[config.mk]
export PLATFORM = sky130hd
export DESIGN_NAME = rtch_ctrl
export DESIGN_NICKNAME = d
export VERILOG_FILES = /design/src/sv/rtch_pkg.sv /design/src/sv/rtch_ctrl.sv
export SDC_FILE = /design/constraint.sdc
export NUM_CORES = 1
export LEC_CHECK = 0
export BUFFER_PORTS_ARGS = -buffer_cell sky130_fd_sc_hd__buf_2
export CORE_UTILIZATION = 30
export CTS_CLUSTER_DIAMETER = 150
export DETAILED_ROUTE_END_ITERATION = 10
export GPL_TIMING_DRIVEN = 0
export SETUP_SLACK_MARGIN = 0.1
export SLEW_MARGIN = 20
export SYNTH_ARGS = -nofsm -noshare
export SYNTH_HDL_FRONTEND = slang
export SYNTH_SLANG_ARGS = --single-unit
[constraint.sdc]
create_clock -name clk -period 2 [get_ports clk]
set_clock_uncertainty 0.05 [all_clocks]
set_input_delay 0.4 -clock clk [delete_from_list [all_inputs] [get_ports clk]]
set_output_delay 0.4 -clock clk [all_outputs]
set_load 0.1 [all_outputs]
[src/sv/rtch_pkg.sv]
// Shared types, constants and helper functions for the closest-hit ray/triangle core.
// Used by rtch_ctrl, rtch_dp and the top level; depends on nothing.
package rtch_pkg;

  localparam int FRAC_BITS  = 16;
  localparam int INDEX_BITS = 24;
  localparam int WORD_W     = 32;
  localparam int EPS_W      = 16;
  localparam int BARY_W     = 17;
  localparam int CFG_IDX_W  = 2;
  localparam int PROD_W     = 2 * WORD_W;
  localparam int TERM_W     = PROD_W - FRAC_BITS;
  localparam int ACC_W      = TERM_W + 2;
  localparam int QUO_W      = WORD_W + FRAC_BITS;
  localparam int DIV_ITERS  = QUO_W;
  localparam int ITER_W     = $clog2(DIV_ITERS);
  localparam int NUM_STEPS  = 24;
  localparam int STEP_W     = $clog2(NUM_STEPS);

  localparam logic [CFG_IDX_W-1:0] CFG_DET_EPS = CFG_IDX_W'(0);
  localparam logic [CFG_IDX_W-1:0] CFG_T_EPS   = CFG_IDX_W'(1);
  localparam logic                 ACT_RAY     = 1'b0;

  localparam logic signed [WORD_W-1:0] S32_MAX = {1'b0, {(WORD_W-1){1'b1}}};
  localparam logic signed [WORD_W-1:0] S32_MIN = {1'b1, {(WORD_W-1){1'b0}}};
  localparam logic signed [WORD_W-1:0] FX_ONE  = WORD_W'(1) <<< FRAC_BITS;

  typedef enum logic [3:0] {
    ST_IDLE, ST_MUL, ST_ACC, ST_CHK, ST_DLOAD, ST_DRUN, ST_DEND, ST_UPD, ST_EMIT
  } state_t;

  typedef enum logic [1:0] { DIV_U, DIV_V, DIV_T } div_sel_t;

  typedef enum logic [2:0] { SRC_D, SRC_E1, SRC_E2, SRC_S, SRC_H, SRC_Q } src_t;

  typedef enum logic [2:0] {
    DST_H, DST_Q, DST_DET, DST_UNUM, DST_VNUM, DST_TNUM
  } dst_t;

  typedef struct packed {
    src_t       a;
    logic [1:0] ai;
    src_t       b;
    logic [1:0] bi;
    logic       neg;
    logic       first;
    logic       last;
    dst_t       dst;
    logic [1:0] di;
  } mul_op_t;

  typedef struct packed {
    logic              load_ray;
    logic              load_tri;
    logic              mul;
    logic              acc;
    logic [STEP_W-1:0] step;
    logic              div_load;
    logic              div_iter;
    logic              div_store;
    div_sel_t          div_sel;
    logic              upd;
    logic              emit;
  } ctl_cmd_t;

  typedef struct packed {
    logic det_ok;
    logic out_busy;
  } dp_sts_t;

  // Product schedule: h = d x e2, det = e1.h, unum = s.h, q = s x e1,
  // vnum = d.q, tnum = e2.q
  function automatic mul_op_t mul_op(input logic [STEP_W-1:0] step);
    mul_op_t op;
    op = '{a: SRC_D, ai: 2'd0, b: SRC_D, bi: 2'd0, neg: 1'b0, first: 1'b0,
           last: 1'b0, dst: DST_H, di: 2'd0};
    unique case (step)
      5'd0:  op = '{SRC_D,  2'd1, SRC_E2, 2'd2, 1'b0, 1'b1, 1'b0, DST_H,    2'd0};
      5'd1:  op = '{SRC_D,  2'd2, SRC_E2, 2'd1, 1'b1, 1'b0, 1'b1, DST_H,    2'd0};
      5'd2:  op = '{SRC_D,  2'd2, SRC_E2, 2'd0, 1'b0, 1'b1, 1'b0, DST_H,    2'd1};
      5'd3:  op = '{SRC_D,  2'd0, SRC_E2, 2'd2, 1'b1, 1'b0, 1'b1, DST_H,    2'd1};
      5'd4:  op = '{SRC_D,  2'd0, SRC_E2, 2'd1, 1'b0, 1'b1, 1'b0, DST_H,    2'd2};
      5'd5:  op = '{SRC_D,  2'd1, SRC_E2, 2'd0, 1'b1, 1'b0, 1'b1, DST_H,    2'd2};
      5'd6:  op = '{SRC_E1, 2'd0, SRC_H,  2'd0, 1'b0, 1'b1, 1'b0, DST_DET,  2'd0};
      5'd7:  op = '{SRC_E1, 2'd1, SRC_H,  2'd1, 1'b0, 1'b0, 1'b0, DST_DET,  2'd0};
      5'd8:  op = '{SRC_E1, 2'd2, SRC_H,  2'd2, 1'b0, 1'b0, 1'b1, DST_DET,  2'd0};
      5'd9:  op = '{SRC_S,  2'd0, SRC_H,  2'd0, 1'b0, 1'b1, 1'b0, DST_UNUM, 2'd0};
      5'd10: op = '{SRC_S,  2'd1, SRC_H,  2'd1, 1'b0, 1'b0, 1'b0, DST_UNUM, 2'd0};
      5'd11: op = '{SRC_S,  2'd2, SRC_H,  2'd2, 1'b0, 1'b0, 1'b1, DST_UNUM, 2'd0};
      5'd12: op = '{SRC_S,  2'd1, SRC_E1, 2'd2, 1'b0, 1'b1, 1'b0, DST_Q,    2'd0};
      5'd13: op = '{SRC_S,  2'd2, SRC_E1, 2'd1, 1'b1, 1'b0, 1'b1, DST_Q,    2'd0};
      5'd14: op = '{SRC_S,  2'd2, SRC_E1, 2'd0, 1'b0, 1'b1, 1'b0, DST_Q,    2'd1};
      5'd15: op = '{SRC_S,  2'd0, SRC_E1, 2'd2, 1'b1, 1'b0, 1'b1, DST_Q,    2'd1};
      5'd16: op = '{SRC_S,  2'd0, SRC_E1, 2'd1, 1'b0, 1'b1, 1'b0, DST_Q,    2'd2};
      5'd17: op = '{SRC_S,  2'd1, SRC_E1, 2'd0, 1'b1, 1'b0, 1'b1, DST_Q,    2'd2};
      5'd18: op = '{SRC_D,  2'd0, SRC_Q,  2'd0, 1'b0, 1'b1, 1'b0, DST_VNUM, 2'd0};
      5'd19: op = '{SRC_D,  2'd1, SRC_Q,  2'd1, 1'b0, 1'b0, 1'b0, DST_VNUM, 2'd0};
      5'd20: op = '{SRC_D,  2'd2, SRC_Q,  2'd2, 1'b0, 1'b0, 1'b1, DST_VNUM, 2'd0};
      5'd21: op = '{SRC_E2, 2'd0, SRC_Q,  2'd0, 1'b0, 1'b1, 1'b0, DST_TNUM, 2'd0};
      5'd22: op = '{SRC_E2, 2'd1, SRC_Q,  2'd1, 1'b0, 1'b0, 1'b0, DST_TNUM, 2'd0};
      5'd23: op = '{SRC_E2, 2'd2, SRC_Q,  2'd2, 1'b0, 1'b0, 1'b1, DST_TNUM, 2'd0};
      default: ;
    endcase
    return op;
  endfunction

  function automatic logic signed [WORD_W-1:0] sat_acc(input logic signed [ACC_W-1:0] x);
    if (x > ACC_W'(S32_MAX)) return S32_MAX;
    if (x < ACC_W'(S32_MIN)) return S32_MIN;
    return x[WORD_W-1:0];
  endfunction

  function automatic logic signed [WORD_W-1:0] sat_sub(input logic signed [WORD_W-1:0] a,
                                                       input logic signed [WORD_W-1:0] b);
    logic signed [WORD_W:0] d;
    d = {a[WORD_W-1], a} - {b[WORD_W-1], b};
    if (d[WORD_W] != d[WORD_W-1]) return d[WORD_W] ? S32_MIN : S32_MAX;
    return d[WORD_W-1:0];
  endfunction

  function automatic logic [WORD_W-1:0] abs_w(input logic signed [WORD_W-1:0] x);
    return x[WORD_W-1] ? WORD_W'(-x) : WORD_W'(x);
  endfunction

endpackage

[src/sv/rtch_ctrl.sv]
// Sequencer for the closest-hit core: steps the product schedule, the three
// quotients and the result hand-off. Depends on rtch_pkg.
module rtch_ctrl (
  input  logic              clk,
  input  logic              rst_n,
  input  logic              in_valid,
  input  logic              in_action,
  input  logic              in_last_tri,
  output logic              in_ready,
  input  rtch_pkg::dp_sts_t sts,
  output rtch_pkg::ctl_cmd_t cmd
);

  rtch_pkg::state_t                 state_r, state_nxt;
  logic [rtch_pkg::STEP_W-1:0]      step_r, step_nxt;
  logic [rtch_pkg::ITER_W-1:0]      iter_r, iter_nxt;
  rtch_pkg::div_sel_t               sel_r, sel_nxt;
  logic                             last_r, last_nxt;

  always_ff @(posedge clk) begin
    if (!rst_n) begin
      state_r <= rtch_pkg::ST_IDLE;
      step_r  <= '0;
      iter_r  <= '0;
      sel_r   <= rtch_pkg::DIV_U;
      last_r  <= 1'b0;
    end else begin
      state_r <= state_nxt;
      step_r  <= step_nxt;
      iter_r  <= iter_nxt;
      sel_r   <= sel_nxt;
      last_r  <= last_nxt;
    end
  end

  always_comb begin
    state_nxt   = state_r;
    step_nxt    = step_r;
    iter_nxt    = iter_r;
    sel_nxt     = sel_r;
    last_nxt    = last_r;
    in_ready    = 1'b0;
    cmd         = '0;
    cmd.step    = step_r;
    cmd.div_sel = sel_r;
    unique case (state_r)
      rtch_pkg::ST_IDLE: begin
        in_ready = 1'b1;
        if (in_valid) begin
          if (in_action == rtch_pkg::ACT_RAY) begin
            cmd.load_ray = 1'b1;
          end else begin
            cmd.load_tri = 1'b1;
            last_nxt     = in_last_tri;
            step_nxt     = '0;
            state_nxt    = rtch_pkg::ST_MUL;
          end
        end
      end
      rtch_pkg::ST_MUL: begin
        cmd.mul   = 1'b1;
        state_nxt = rtch_pkg::ST_ACC;
      end
      rtch_pkg::ST_ACC: begin
        cmd.acc = 1'b1;
        if (step_r == rtch_pkg::STEP_W'(rtch_pkg::NUM_STEPS - 1)) begin
          state_nxt = rtch_pkg::ST_CHK;
        end else begin
          step_nxt  = step_r + 1'b1;
          state_nxt = rtch_pkg::ST_MUL;
        end
      end
      rtch_pkg::ST_CHK: begin
        if (sts.det_ok) begin
          sel_nxt   = rtch_pkg::DIV_U;
          state_nxt = rtch_pkg::ST_DLOAD;
        end else begin
          state_nxt = last_r ? rtch_pkg::ST_EMIT : rtch_pkg::ST_IDLE;
        end
      end
      rtch_pkg::ST_DLOAD: begin
        cmd.div_load = 1'b1;
        iter_nxt     = '0;
        state_nxt    = rtch_pkg::ST_DRUN;
      end
      rtch_pkg::ST_DRUN: begin
        cmd.div_iter = 1'b1;
        if (iter_r == rtch_pkg::ITER_W'(rtch_pkg::DIV_ITERS - 1)) begin
          state_nxt = rtch_pkg::ST_DEND;
        end else begin
          iter_nxt = iter_r + 1'b1;
        end
      end
      rtch_pkg::ST_DEND: begin
        cmd.div_store = 1'b1;
        unique case (sel_r)
          rtch_pkg::DIV_U: begin
            sel_nxt   = rtch_pkg::DIV_V;
            state_nxt = rtch_pkg::ST_DLOAD;
          end
          rtch_pkg::DIV_V: begin
            sel_nxt   = rtch_pkg::DIV_T;
            state_nxt = rtch_pkg::ST_DLOAD;
          end
          default: state_nxt = rtch_pkg::ST_UPD;
        endcase
      end
      rtch_pkg::ST_UPD: begin
        cmd.upd   = 1'b1;
        state_nxt = last_r ? rtch_pkg::ST_EMIT : rtch_pkg::ST_IDLE;
      end
      rtch_pkg::ST_EMIT: begin
        if (!sts.out_busy) begin
          cmd.emit  = 1'b1;
          state_nxt = rtch_pkg::ST_IDLE;
        end
      end
      default: state_nxt = rtch_pkg::ST_IDLE;
    endcase
  end

endmodule

== Word level (Yosys, flattened, before mapping) ==
Index checks and enable logic that the tools add are counted.

* Register bits after elaboration: 18

* $add $sub $neg: 2
* Equal/unequal tests: 19
* Mux-type cells: 31
* Reduce and logical (&&, ||, !) cells: 11

{| class="wikitable"
|+ Operators with widths
! operator !! count
|-
| 4-bit case mux with 9 select lines || 1
|-
| 4-bit 2-to-1 mux || 6
|-
| 4-bit by 3-bit == test with 1-bit output, second input constant || 4
|-
| 5-bit 2-to-1 mux || 3
|-
| 2-bit != test, second input constant || 7
|-
| 6-bit case mux with 2 select lines || 1
|-
| 1-bit 2-to-1 mux || 11
|-
| 2-bit 2-to-1 mux || 5
|-
| 5-bit case mux with 2 select lines || 1
|-
| 4-bit by 2-bit == test with 1-bit output, second input constant || 2
|-
| 2-bit case mux with 2 select lines || 2
|-
| 4-bit AND reduction || 2
|-
| 6-bit by 1-bit adder with 6-bit output, second input constant || 1
|-
| 6-bit == test, second input constant || 1
|-
| 6-bit 2-to-1 mux || 1
|-
| 3-bit AND reduction || 2
|-
| 2-bit nonzero test || 3
|-
| 5-bit by 1-bit adder with 5-bit output, second input constant || 1
|-
| 5-bit == test, second input constant || 1
|-
| 4-bit by 1-bit == test with 1-bit output, second input constant || 1
|-
| 4-bit == test, second input constant || 1
|-
| 4-bit zero test || 1
|-
| 3-bit != test, second input constant || 1
|-
| 2-bit by 1-bit == test with 1-bit output, second input constant || 1
|-
| 3 further kinds || 3
|}

== Longest topological paths before layout ==
* Depth in word-level cells: 4
* Gate-level depth with buffers: 5
* Gate-level depth less buffers: 5

== Worst setup path after synthesis ==
No wires, ideal clock.

* Kind: reg-to-output
* From: register state_r[0]
* To: output port cmd[15] (netlist bit)
* Arrival time: 4.971 ns
* Data required time: 1.550 ns
* Slack: -3.421 ns
* Cell stages (with the launch flop): 5
* Buffers on the path: 1
* Cell sequence: dfxtp_1 > buf_2 > nor4_1 > nand2_1 > nor2_1

{| class="wikitable"
|+ RTL lines
! element !! line !! source
|-
| start, declared || rtch_ctrl.sv:14 || <nowiki>rtch_pkg::state_t state_r, state_nxt;</nowiki>
|-
| start signal, assigned || rtch_ctrl.sv:22 || <nowiki>state_r <= rtch_pkg::ST_IDLE;</nowiki>
|-
| start signal, assigned || rtch_ctrl.sv:28 || <nowiki>state_r <= state_nxt;</nowiki>
|-
| end, declared || rtch_ctrl.sv:11 || <nowiki>output rtch_pkg::ctl_cmd_t cmd</nowiki>
|}

==> results.md <==
* Synth Cell Area at around 1100 sq um
* Die width at slightly above 60 um
* Data required, critical path at 1550 ps
* Critical path capture point type: primary output
* Fmax at just over 500 MHz
* Total of max-cap violations at 0
* Longest Clk Path Bufs at 2
* Nets at 180
* Root Driver: clkbuf_4
* Input/output buffers at 23
* Crit Reg-Reg Startpoint: state_r[2]$_SDFFE_PN0P_
* Die Span Y at 62.1 um
* Synth Flop Type: dfxtp_1
* Std cell rows at 21
* 1st-pass router iterations at 4
* Placer Congestion at 0.774
* VDD IR-drop max at 0.155 mV
* Total CTS buffers at 3
* Syn_nets at 140
* Min-delay src: in_last_tri
* Initial antenna violation count at 0
* Setup TNS at 0 ps
* Dpl ws at -146 ps
* Warning count from the yosys run at 0
* Mapped Cells at between 100 and 150
* Area growth syn-to-layout at 56.8%
* Worst hold path type: in2reg
* Share of layout cells above drive strength 1 at 43.5%
* # clock sinks at 18
* HPWL Detailed at between 2 and 2.5 mm
* Status: completed
* Drt total wl at approximately 3 mm
* Initial core utilization at a little under a third
* Largest net degree at the start of global routing at 11
* Worst Hold Path EP: last_r$_SDFFE_PN0P_
* Top cells by count, synth: dfxtp_1 (18), a21oi_1 (11), o21ai_0 (9), nand3_1 (8), nor3b_1 (8)
* Area contributors post-synth: dfxtp_1 (33%), nor3b_1 (5.5%), a21oi_1 (5.1%), o21ai_0 (4.2%), nand3_1 (3.7%)
* R2r worst-path depth at 6
* # H-tree levels at 1
* Antenna viol nets, final at 0
* Starting DRC count in detailed routing at 53
* # diodes at 0
* CTS tree: built
* Sequential element share of the synthesized area at between 30% and 40%
* Hold buffers post-CTS at 0
* Min Tclk post-route at between 1500 and 2000 ps
* Yosys top cell area share at about 33%
* Worst setup margin at 42.5 ps
* Fill cells at between 300 and 400
* Worst Tran Pin Value at ~500 ps
* Critical Path AT at approximately 1500 ps
* Reg-to-Reg End: step_r[3]$_SDFFE_PN0P_
* Vias per inst at between 5 and 6
* First-pass GRT wire length at ~5.2 mm
* Static Leak at between 0.6 and 0.7 nW
* Pwr/cell area at 422 nW/um^2
* Synth Register Bits at 18
* DR WL/cell at 13.8 um
* All-Layer GR Usage at between 10% and 20%
* Worst Hold Depth at 3
* RSZ-0062 raised after global routing: yes
* DRC Markers at 0
* Final period util at between 90% and 100%
* Worst R2R Setup Slack at 240 ps
* Crit path from: state_r[2]$_SDFFE_PN0P_
* CP startpoint kind: flop
* Power Total at between 0.7 and 0.8 mW
* Die area at approximately 3900 sq um
* Final Setup Violations at 0
* FFs w/ async S/R, synth at 0%
* Fin. Hold Viols at 0
* Vias in the first global route at 1097
* CP Class: reg2out
* Via Count at ~1200
* Post-synth EDFFs at 0
* I/O pins at 24
* Max-slew violation count at 0
* Clk slew on worst S/H paths at between 100 and 150 ps
* Slew margin rel. at between 60% and 70%
* Top-count cell post-synth: dfxtp_1
* Avg Cell Area, Syn at 8.27 sq um
* Global route total overflow at 0
* CP Max Fanout at 6
* Clk_lat worst skew at a little under 300 ps
* Area leader, netlist: dfxtp_1
* Synth unique cells at 40
* Area of the core at 3390 sq um
routing by layer:
layer  wire, um  GRT usage [%]  vias to the layer above
met5          0              0                        -
met4         20           4.65                        0
met3        107           2.76                        2
met2       1460           26.4                       27
met1       1390           21.8                      547
li1           -              -                      577
metrics by stage:
step / hold WS (ps) / cells / util (%) / area [sq um]
CTS: 318 / 210 / 47.7 / 1620
global route: 322 / 216 / 50.1 / 1700
finish: 327 / 216 / 50.1 / 1700
global placement: 411 / 200 / 40.1 / 1360
floorplan: 404 / 131 / - / 1180
detailed placement: 411 / 200 / 40.1 / 1360
final cells by class:
type	instances	area, sq um	area share (%)
clock buffer	4	36.3	2.14
tap	46	57.6	3.39
buffer	9	100	5.89
sequential	18	373	21.9
multi-input combinational	101	793	46.7
timing repair buffer	35	323	19.0
inverter	3	16.3	0.957
cells in the final DEF, fill, tap and decap left out, types with 3 or more instances in the layout:
| cell | netlist | layout |
|---|---|---|
| buf_2 | 3 | 14 |
| buf_4 | 0 | 13 |
| nand3_1 | 8 | 8 |
| nor3b_1 | 8 | 6 |
| dfxtp_1 | 18 | 12 |
| buf_12 | 0 | 7 |
| a21boi_1 | 3 | 3 |
| nand4_1 | 3 | 3 |
| o21a_1 | 4 | 4 |
| clkbuf_4 | 0 | 3 |
| nand2_1 | 7 | 4 |
| nor2b_1 | 4 | 4 |
| nand4b_1 | 4 | 4 |
| dfxtp_2 | 0 | 4 |
| o21ai_0 | 9 | 9 |
| nor2_4 | 0 | 3 |
| buf_6 | 0 | 3 |
| nand2_2 | 0 | 3 |
| a21oi_1 | 11 | 11 |
how the worst max path moves through the flow:
stage	end	slack, ps
floorplan	cmd[15]	-800
global placement	cmd[0]	-130
detailed placement	cmd[0]	-150
CTS	cmd[6]	20
global route	cmd[0]	-20
finish	cmd[6]	40
critical path: stages (launching register included):
cell and delay (ps):
dfxtp_4 410, or3b_4 390, buf_8 130, nor2_4 100, buf_12 180
logic make-up (layout without fill, tap and decap cells):
group | count (synthesis) | in the layout | share of synthesized area (%)
AND/OR/NAND/NOR | 56 | 56 | 32.0
AO/OA/AOI/OAI | 40 | 40 | 25.3
flip-flops | 18 | 18 | 33.3
buffers and inverters | 12 | 51 | 4.62
adder cells (fa/ha/maj) | 2 | 2 | 2.31
XOR/XNOR | 2 | 2 | 1.62
multiplexers | 1 | 1 | 0.924
report_power, final:
part           switching [mW]  internal (mW)  leakage [nW]
logic                  0.0829         0.0492         0.477
registers             0.00201          0.358         0.149
clock network           0.115          0.111        0.0210
total                   0.200          0.518         0.647
state kept, by name (all words and copies together) (netlist names):
| signal | cells |
|---|---|
| iter_r | 6 |
| last_r | 1 |
| state_r | 4 |
| sel_r | 2 |
| step_r | 5 |
what timing repair did:
action	CTS	global route
setup buffers	6	6
gates resized for setup	49	11
pin swaps	8	7
endpoints found under the setup margin	10	12
endpoints found under the hold margin	0	0
Note: power is estimated with default switching activity, not from simulation.
